===== src/glfp_pkg.sv =====
`default_nettype none
package glfp_pkg;

  // sizing
  localparam int MAX_ITEMS  = 32;
  localparam int IDX_W      = (MAX_ITEMS > 1) ? $clog2(MAX_ITEMS) : 1;
  localparam int CNT_W      = $clog2(MAX_ITEMS + 1);
  localparam int WEIGHT_W   = 16;
  localparam int VOL_W      = 24;
  localparam int CMD_W      = 2;
  localparam int ITEM_IDX_W = 6;

  // command codes
  typedef enum logic [CMD_W-1:0] {
    CMD_LOAD  = 2'd0,
    CMD_FILL  = 2'd1,
    CMD_CLEAR = 2'd2
  } cmd_t;

  // sequencer states
  typedef enum logic [1:0] {
    ST_IDLE,
    ST_START,
    ST_SCAN,
    ST_DECIDE
  } state_t;

  // sequencer to store
  typedef struct packed {
    logic                wr_en;
    logic [IDX_W-1:0]    wr_addr;
    logic [WEIGHT_W-1:0] wr_data;
    logic                clr_all;
    logic                take_en;
    logic [IDX_W-1:0]    take_addr;
    logic                rd_en;
    logic [IDX_W-1:0]    rd_addr;
    logic                scan_init;
  } glfp_ctrl_t;

  // store to sequencer
  typedef struct packed {
    logic                rd_vld;
    logic                best_valid;
    logic [IDX_W-1:0]    best_idx;
    logic [WEIGHT_W-1:0] best_w;
  } glfp_stat_t;

endpackage
`default_nettype wire


===== src/glfp_store.sv =====
`default_nettype none
module glfp_store import glfp_pkg::*; (
  input  wire logic       clk,
  input  wire logic       rst,
  input  wire glfp_ctrl_t ctrl,
  input  wire logic [VOL_W-1:0] rem,
  output glfp_stat_t      stat
);

  logic [WEIGHT_W-1:0] mem [MAX_ITEMS];
  logic [MAX_ITEMS-1:0] taken;
  logic [WEIGHT_W-1:0] rd_data;
  logic                rd_vld;
  logic [IDX_W-1:0]    rd_idx;
  logic                best_valid;
  logic [IDX_W-1:0]    best_idx;
  logic [WEIGHT_W-1:0] best_w;
  logic                fits;
  logic                better;

  // weight memory, one write and one registered read per cycle
  always_ff @(posedge clk) begin
    if (ctrl.wr_en) begin
      mem[ctrl.wr_addr] <= ctrl.wr_data;
    end
    if (ctrl.rd_en) begin
      rd_data <= mem[ctrl.rd_addr];
    end
    rd_idx <= ctrl.rd_addr;
  end

  always_ff @(posedge clk) begin
    if (rst) begin
      rd_vld <= 1'b0;
    end else begin
      rd_vld <= ctrl.rd_en;
    end
  end

  // taken marks
  always_ff @(posedge clk) begin
    if (rst) begin
      taken <= '0;
    end else if (ctrl.clr_all) begin
      taken <= '0;
    end else begin
      if (ctrl.wr_en) begin
        taken[ctrl.wr_addr] <= 1'b0;
      end
      if (ctrl.take_en) begin
        taken[ctrl.take_addr] <= 1'b1;
      end
    end
  end

  // shared compare unit: fits the volume and beats the best so far
  always_comb begin
    fits   = rd_vld && !taken[rd_idx] && (VOL_W'(rd_data) <= rem);
    better = fits && (!best_valid || (rd_data > best_w));
  end

  // running best, strict greater keeps the lowest index on ties
  always_ff @(posedge clk) begin
    if (rst) begin
      best_valid <= 1'b0;
    end else if (ctrl.scan_init) begin
      best_valid <= 1'b0;
    end else if (better) begin
      best_valid <= 1'b1;
    end
  end

  always_ff @(posedge clk) begin
    if (better) begin
      best_idx <= rd_idx;
      best_w   <= rd_data;
    end
  end

  assign stat.rd_vld     = rd_vld;
  assign stat.best_valid = best_valid;
  assign stat.best_idx   = best_idx;
  assign stat.best_w     = best_w;

endmodule
`default_nettype wire


===== src/greedy_largest_fit_packer.sv =====
// channel | signals                              | role
// in      | in_valid, in_ready                   | cmd, item_weight, container_volume
// out     | out_valid, out_ready                 | item_index, empty_res, last
//
// load and clear are done in the idle state; a fill repeats a serial scan over
// the n stored items for each pick, through the single read port of the weight
// memory, one weight per cycle.
// rst is synchronous and clears item count, taken marks and the sequencer.
// results leave through an output register; the scan waits only when a result
// is ready to go and that register is still held by the consumer.
`default_nettype none
module greedy_largest_fit_packer import glfp_pkg::*; (
  input  wire logic                  clk,
  input  wire logic                  rst,
  input  wire logic                  in_valid,
  output logic                       in_ready,
  input  wire logic [CMD_W-1:0]      cmd,
  input  wire logic [WEIGHT_W-1:0]   item_weight,
  input  wire logic [VOL_W-1:0]      container_volume,
  output logic                       out_valid,
  input  wire logic                  out_ready,
  output logic [ITEM_IDX_W-1:0]      item_index,
  output logic                       empty_res,
  output logic                       last
);

  state_t                state, state_next;
  logic [CNT_W-1:0]      item_count, item_count_next;
  logic [VOL_W-1:0]      rem, rem_next;
  logic [CNT_W-1:0]      scan_addr, scan_addr_next;
  logic                  have_pend, have_pend_next;
  logic [ITEM_IDX_W-1:0] pend_idx, pend_idx_next;
  logic                  out_valid_next;
  logic [ITEM_IDX_W-1:0] item_index_next;
  logic                  empty_res_next, last_next;
  logic                  out_free;
  glfp_ctrl_t            ctrl;
  glfp_stat_t            stat;

  glfp_store u_store (
    .clk  (clk),
    .rst  (rst),
    .ctrl (ctrl),
    .rem  (rem),
    .stat (stat)
  );

  // control registers
  always_ff @(posedge clk) begin
    if (rst) begin
      state      <= ST_IDLE;
      item_count <= '0;
      rem        <= '0;
      have_pend  <= 1'b0;
      out_valid  <= 1'b0;
    end else begin
      state      <= state_next;
      item_count <= item_count_next;
      rem        <= rem_next;
      have_pend  <= have_pend_next;
      out_valid  <= out_valid_next;
    end
  end

  // payload registers
  always_ff @(posedge clk) begin
    scan_addr  <= scan_addr_next;
    pend_idx   <= pend_idx_next;
    item_index <= item_index_next;
    empty_res  <= empty_res_next;
    last       <= last_next;
  end

  // sequencer
  always_comb begin
    state_next      = state;
    item_count_next = item_count;
    rem_next        = rem;
    scan_addr_next  = scan_addr;
    have_pend_next  = have_pend;
    pend_idx_next   = pend_idx;
    out_valid_next  = out_valid && !out_ready;
    item_index_next = item_index;
    empty_res_next  = empty_res;
    last_next       = last;
    out_free        = !out_valid || out_ready;
    ctrl            = '0;
    ctrl.wr_data    = item_weight;
    in_ready        = (state == ST_IDLE);

    case (state)
      ST_IDLE: begin
        if (in_valid) begin
          case (cmd)
            CMD_LOAD: begin
              if (item_count < CNT_W'(MAX_ITEMS)) begin
                ctrl.wr_en      = 1'b1;
                ctrl.wr_addr    = item_count[IDX_W-1:0];
                item_count_next = item_count + CNT_W'(1);
              end
            end
            CMD_CLEAR: begin
              ctrl.clr_all    = 1'b1;
              item_count_next = '0;
            end
            CMD_FILL: begin
              rem_next       = container_volume;
              have_pend_next = 1'b0;
              state_next     = ST_START;
            end
            default: ;
          endcase
        end
      end

      // new pick round: reset the best and the scan address
      ST_START: begin
        ctrl.scan_init = 1'b1;
        scan_addr_next = '0;
        state_next     = (rem == '0) ? ST_DECIDE : ST_SCAN;
      end

      // one read per cycle, compared in the cycle after the read
      ST_SCAN: begin
        if (scan_addr < item_count) begin
          ctrl.rd_en     = 1'b1;
          ctrl.rd_addr   = scan_addr[IDX_W-1:0];
          scan_addr_next = scan_addr + CNT_W'(1);
        end else if (!stat.rd_vld) begin
          state_next = ST_DECIDE;
        end
      end

      // take the pick, or close out the fill; the held result learns its last flag here
      ST_DECIDE: begin
        if (stat.best_valid) begin
          if (!have_pend || out_free) begin
            if (have_pend) begin
              out_valid_next  = 1'b1;
              item_index_next = pend_idx;
              empty_res_next  = 1'b0;
              last_next       = 1'b0;
            end
            ctrl.take_en   = 1'b1;
            ctrl.take_addr = stat.best_idx;
            rem_next       = rem - VOL_W'(stat.best_w);
            pend_idx_next  = ITEM_IDX_W'(stat.best_idx) + ITEM_IDX_W'(1);
            have_pend_next = 1'b1;
            state_next     = ST_START;
          end
        end else if (out_free) begin
          out_valid_next  = 1'b1;
          item_index_next = have_pend ? pend_idx : '0;
          empty_res_next  = !have_pend;
          last_next       = 1'b1;
          have_pend_next  = 1'b0;
          state_next      = ST_IDLE;
        end
      end

      default: state_next = ST_IDLE;
    endcase
  end

  // a pick never exceeds what is left of the container
  a_pick_fits: assert property (@(posedge clk) disable iff (rst)
    (state == ST_DECIDE) && stat.best_valid |-> (VOL_W'(stat.best_w) <= rem))
    else $error("picked weight exceeds remaining volume");

  // store fill never passes its depth
  a_count_range: assert property (@(posedge clk) disable iff (rst)
    item_count <= CNT_W'(MAX_ITEMS))
    else $error("item count beyond store depth");

  // an accepted fill keeps the input closed in the next cycle
  a_fill_busy: assert property (@(posedge clk) disable iff (rst)
    in_valid && in_ready && (cmd == CMD_FILL) |=> !in_ready)
    else $error("input open right after a fill transfer");

  // the empty result is always the final one and carries index zero
  a_empty_form: assert property (@(posedge clk) disable iff (rst)
    out_valid && empty_res |-> last && (item_index == '0))
    else $error("malformed empty result");

  // no pick is pending while idle
  a_idle_clean: assert property (@(posedge clk) disable iff (rst)
    (state == ST_IDLE) |-> !have_pend)
    else $error("held result left behind after fill");

endmodule
`default_nettype wire


===== config.mk =====
export PLATFORM = sky130hd
export DESIGN_NAME = greedy_largest_fit_packer
export DESIGN_NICKNAME = d
export VERILOG_FILES = /design/src/glfp_pkg.sv /design/src/glfp_store.sv /design/src/greedy_largest_fit_packer.sv
export SDC_FILE = /design/constraint.sdc
export NUM_CORES = 1
export LEC_CHECK = 0
export ABC_AREA = 1
export BUFFER_PORTS_ARGS = -buffer_cell sky130_fd_sc_hd__buf_2
export CORE_ASPECT_RATIO = 0.75
export CORE_UTILIZATION = 40
export CTS_CLUSTER_SIZE = 25
export DETAILED_ROUTE_END_ITERATION = 12
export PLACE_DENSITY = 0.54
export SYNTH_ARGS = -nofsm -noshare
export SYNTH_HDL_FRONTEND = slang
export SYNTH_SLANG_ARGS = --single-unit
export TNS_END_PERCENT = 5

===== constraint.sdc =====
create_clock -name clk -period 4.4 [get_ports clk]
set_input_delay 0.88 -clock clk [delete_from_list [all_inputs] [get_ports clk]]
set_output_delay 0.88 -clock clk [all_outputs]
set_load 0.01 [all_outputs]

-- Word level (Yosys, flattened, before mapping)
Memories as Yosys holds them, arrays and structs flattened. A register that Yosys moved wholly into a read port is not among the register bits.
Cells that the tools add are included.
- $lt $le $gt $ge: 9
- reduce and logical (&&, ||, !) cells: 30
- mux-type cells: 65
- add/sub/neg operators: 4
- bitwise operators: 3
- equal/unequal tests: 17
- operators by type and width (kind ; number):
    32-bit two-way mux ; 4
    24-bit two-way mux ; 4
    6-bit two-way mux ; 16
    24-bit one-hot mux with 2 select lines ; 1
    32-bit AND ; 1
    32-bit NOT ; 1
    32-bit bitwise OR ; 1
    1-bit two-way mux ; 26
    16-bit by 24-bit <= comparator with 1-bit output ; 1
    24-bit logical NOT ; 1
    6-bit one-hot mux with 2 select lines ; 2
    24-bit by 16-bit subtractor with 24-bit output ; 1
    5-bit by 6-bit < comparator with 1-bit output, second input constant ; 3
    16-bit greater-than comparator ; 1
    2-bit != test, second input constant ; 8
    2-bit two-way mux ; 7
    6-bit by 1-bit adder with 6-bit output, second input constant ; 2
    1-bit demux with 5-bit select ; 2
    5-bit by 1-bit >= comparator with 1-bit output, second input constant ; 2
    5-bit AND reduction ; 2
    2-bit one-hot mux with 4 select lines ; 1
    4-bit AND reduction ; 2
    2-bit nonzero test ; 4
    5-bit by 1-bit adder with 6-bit output, second input constant ; 1
    other kinds (17) ; 34
- memories kept: 1
- register bits after elaboration: 114
- bits in writable memories: 512
- memory list (name ; words ; width ; rd ports ; clocked after memory_dff ; wr ports ; line ; text):
    u_store.mem ; 32 ; 16 ; 1 ; 1 ; 1 ; glfp_store.sv:10 ; logic [WEIGHT_W-1:0] mem [MAX_ITEMS];

-- Depth between registers and ports, before layout
- depth in word-level cells: 16
- gate-level depth with buffers: 16
- gate-level depth less buffers: 15

-- Hierarchy
Synthesis repeated with hierarchy kept, for this count alone.
- cells, all modules: 2532
- area total of the unflattened synthesis: 28297.1 um2
- modules (own cells, without submodules) (module ; area each (um2) ; cells an instance ; seq. area each (um2) ; instances):
    glfp_store ; 24044.3 ; 1876 ; 17266.6 ; 1
    greedy_largest_fit_packer ; 4252.8 ; 656 ; 1281.2 ; 1

-- Least setup slack after synthesis
No wires, ideal clock.
- path type: input -> register
- from: in cmd[0]
- to: mem u_store.mem[26][0] (enable)
- stages on the path: 4
- arrival time: 2.804 ns
- path slack: 1.187 ns
- buffers on the path: 0
- required time: 3.991 ns
- cells stage by stage: or2_2 nor3_4 clkinv_1 nor3_1
- word-level cells in the longest chain between the ends: 6
- ends and longest elaborated chain (item ; line ; text):
    start, declared ; greedy_largest_fit_packer.sv:17 ; input wire logic [CMD_W-1:0] cmd,
    2-bit logical NOT (*) ; greedy_largest_fit_packer.sv:94 ; case (cmd)
    6-bit two-way mux (*) ; greedy_largest_fit_packer.sv:94 ;
    6-bit two-way mux (*) ; greedy_largest_fit_packer.sv:93 ; if (in_valid) begin
    6-bit two-way mux (*) ; greedy_largest_fit_packer.sv:91 ; case (state)
    1-bit two-way mux ; glfp_store.sv:23 ; if (ctrl.wr_en) begin
    1-bit two-way mux (not written as such) ; glfp_store.sv:24 ; mem[ctrl.wr_addr] <= ctrl.wr_data;
    end, declared ; glfp_store.sv:10 ;
Every way passes the cells marked *; elsewhere a longest branch is shown, timed or not.

-- Worst setup path in the final report
- from: reg state[0]
- to: reg u_store.rd_data[11], read port of u_store.mem, data pin
- word-level cells in the longest chain between the ends: 2
- ends and longest elaborated chain (item ; line ; text):
    start, declared ; greedy_largest_fit_packer.sv:27 ; state_t state, state_next;
    start signal, assigned ; greedy_largest_fit_packer.sv:57 ; state <= state_next;
    2-bit == test ; greedy_largest_fit_packer.sv:91 ;
    6-bit two-way mux ; greedy_largest_fit_packer.sv:91 ;
    end, declared ; glfp_store.sv:12 ; logic [WEIGHT_W-1:0] rd_data;
No other way between the ends.
A chain may end at the register's enable or synchronous reset.

==> metrics.yaml <==
outcome:
  outcome: "finished clean"
cts:
  clkTransAtPathRegs_ns: 0.06
  clockRootBuffer: "clkbuf_16"
  postCtsSetupBuffers: 0
  clock-sinks: 642
  cts_buffers: 68
  hold_buffers: 0
  cts_max_level: 3
  tritoncts: "built"
  cts_repair_resize_count: 0
  cts.path.max_buffers: 3
  clock_latency_ns: 0.64
synthesis:
  ys_types: 43
  yosys_register_bits: 642
  synth.most_common_cell: "edfxtp_1"
  syn_area_sq_mm: 0.0305
  synth_edf_count: 569
  async_reset_ff_frac: 0
  yosys-top-cells-area: "edfxtp_1, nand2_1, nand3_1"
  yosys_warnings: 0
  synth.top_cells.by_count: "edfxtp_1, nand2_1, inv_1"
  yosysTopAreaCell: "edfxtp_1"
  postSynthAreaPerCell_sq_um: 9.58
  synth_top_area_share: 0.561
  synth_nets: 3287
  yosysSeqAreaShare: 0.609
  synth_ff_type: "edfxtp_1"
  synth_cells: 3179
finish:
  area_delta_synth_final_pct: 11.7
  nets: 3298
  final_area_sq_mm: 0.0340
  drive_gt1_frac: 0.0806
  n_antenna_cell: 0
global_routing:
  grt.met3_usage: 0.0399
  grt_start_max_net_pins: 161
  antenna_found_initial: 2
  grt_pass1_vias: 21100
  grt.busiest_layer: "met1"
  grtUsageMet2: 0.328
  grt_pass1_wl_mm: 131
  grt_util_met1: 0.340
  grt_usage: 0.225
  grt_overflow_total: 0
floorplan:
  dieArea_sq_mm: 0.0773
  die_h_um: 241
  start_util: 0.405
  pin_count: 56
  die_w_um: 321
  coreArea_sq_mm: 0.0752
  num_rows: 87
sta:
  drv_slew: 0
  relSlewSlack: 0.128
  setup_viol: 0
  skew_ns: 0.0290
  final.setup.tns_ns: 0
  hold_violations: 0
  fmax_ghz: 0.285
  fin_crit_ns: 3.50
  grt_setup_unrepaired: "false"
  period_share: 0.797
  worst_pin_slew_ns: 1.30
drt:
  wl_per_cell_um: 20.3
  antenna_left: 0
  drc: 0
  vias_per_cell: 5.29
  vias: 22600
  drt_iter0_markers: 2320
  totalWireLength_mm: 86.7
  first_pass_iters: 6
setup_path:
  cp_common_cell: "nand2_1"
  cpMaxStageDelayCell: "inv_2"
  worst_setup_path_end_kind: "flip-flop"
  cp_cell_sequence: "inv_1 -> ha_1 -> inv_2 -> nor2_2 -> nand3_2 -> nor2_8 -> nand3_4 -> inv_2 -> buf_4 -> nand3_1 -> nand3_1 -> nand2_1 -> nand2_1 -> nand2_1"
  worst-setup-path-type: "reg2reg"
  startpoint: "state[0]"
  startpoint_type: "flip-flop"
  cp_data_required_time_ns: 4.79
  r2r-start: "state[0]"
  max_stage_delay_ns: 0.59
  path_max_fanout: 31
  cp.arrival_ns: 3.90
power:
  power_density_mw_per_mm2: 496
  cellLeakagePower_nw: 13.8
  vdd.ir_drop.worst_v: 0.000324
placed_design:
  dp_hpwl_mm: 52.4
  place_area_sq_mm: 0.0318
  io_buffers: 55
  finalWeightedCongestion: 0.893
min_path:
  worstHoldStart: "u_store.taken[20]"
  hp-class: "reg2reg"
job:
  maxCapViolations: 0
## state kept, by name (all words and copies together), names as in the netlist
signal	cells
empty_res	1
have_pend	1
item_count	6
item_index	6
last	1
out_valid	1
pend_idx	6
rem	24
scan_addr	6
state	2
u_store.best_idx	5
u_store.best_valid	1
u_store.best_w	16
u_store.mem	512
u_store.rd_data	16
u_store.rd_idx	5
u_store.rd_vld	1
u_store.taken	32
## critical path: cells and delay by family (launching register included)
family,cells,cell delay [ns]
fa+ha+maj,1,0.35
buf+inv,4,1.28
flops,1,0.33
simple gates,9,1.31
## power by group
group	total [mW]	switching (mW)	internal [mW]	leakage, nW
Clock	5.80	2.48	3.32	1.08
Sequential	7.08	0.198	6.88	5.71
Combinational	3.99	2.87	1.12	7.00
Total	16.9	5.55	11.3	13.8
## cells in the final DEF, fill, tap and decap left out, types with 11 or more instances in the layout
cell type,netlist,layout
o21ai_0,84,84
buf_4,18,52
o21ai_1,13,12
inv_1,497,497
nor2_1,336,336
a21oi_1,113,112
dfxtp_1,73,73
nand2_1,529,529
clkinv_1,2,11
nand3_1,394,394
clkbuf_1,90,17
nand4_1,224,224
clkbuf_16,0,70
nor3_1,14,13
buf_2,56,55
xor2_1,11,11
or2_2,33,33
edfxtp_1,569,569
ha_1,61,61
## through the flow
stage	power (mW)	util	hold WS [ns]	setup WS, ns	instances
finish	16.9	0.452	0.469	0.895	4263
global route	17.7	0.452	0.482	0.749	4263
CTS	17.0	0.452	0.469	0.909	4263
detailed placement	11.2	0.423	0.449	0.912	4143
global placement	11.1	0.423	0.437	0.909	4143
floorplan	9.92	-	0.406	1.19	3179
## cell type report
class                      count  area (sq um)
tap                         1023          1280
inverter                     503          1890
clock buffer                  88          1830
timing repair buffer         116           846
sequential                   642         18500
clock inverter                32           374
multi-input combinational   1859          9260
fill                        7202         41200
## worst paths after layout
path | to | slack, ns | cells past startpoint
worst max register to register | u_store.rd_data[11] | 0.90 | 14
worst min-delay path | u_store.taken[20] | 0.47 | 2
worst max-delay path | u_store.rd_data[11] | 0.90 | 14
worst min register to register | u_store.taken[20] | 0.47 | 2
## layer usage
| layer | vias to the layer above | part of all wire |
|---|---|---|
| met2 | 786 | 0.43 |
| li1 | 10800 | - |
| met5 | - | 0 |
| met3 | 113 | 0.071 |
| met4 | 0 | 0.021 |
| met1 | 10900 | 0.48 |
## cells by family (layout without fill, tap and decap cells)
| kind of cell | after synthesis | after routing | synth area share |
|---|---|---|---|
| buffers and inverters | 678 | 739 | 0.0885 |
| xor gates and xnor gates | 15 | 15 | 0.00431 |
| adders and majority gates | 62 | 62 | 0.0257 |
| and+or+nand+nor | 1549 | 1549 | 0.232 |
| DFF | 642 | 642 | 0.609 |
| AOI/OAI and AO/OA | 233 | 233 | 0.0404 |
Note: power is estimated with default switching activity, not from simulation.
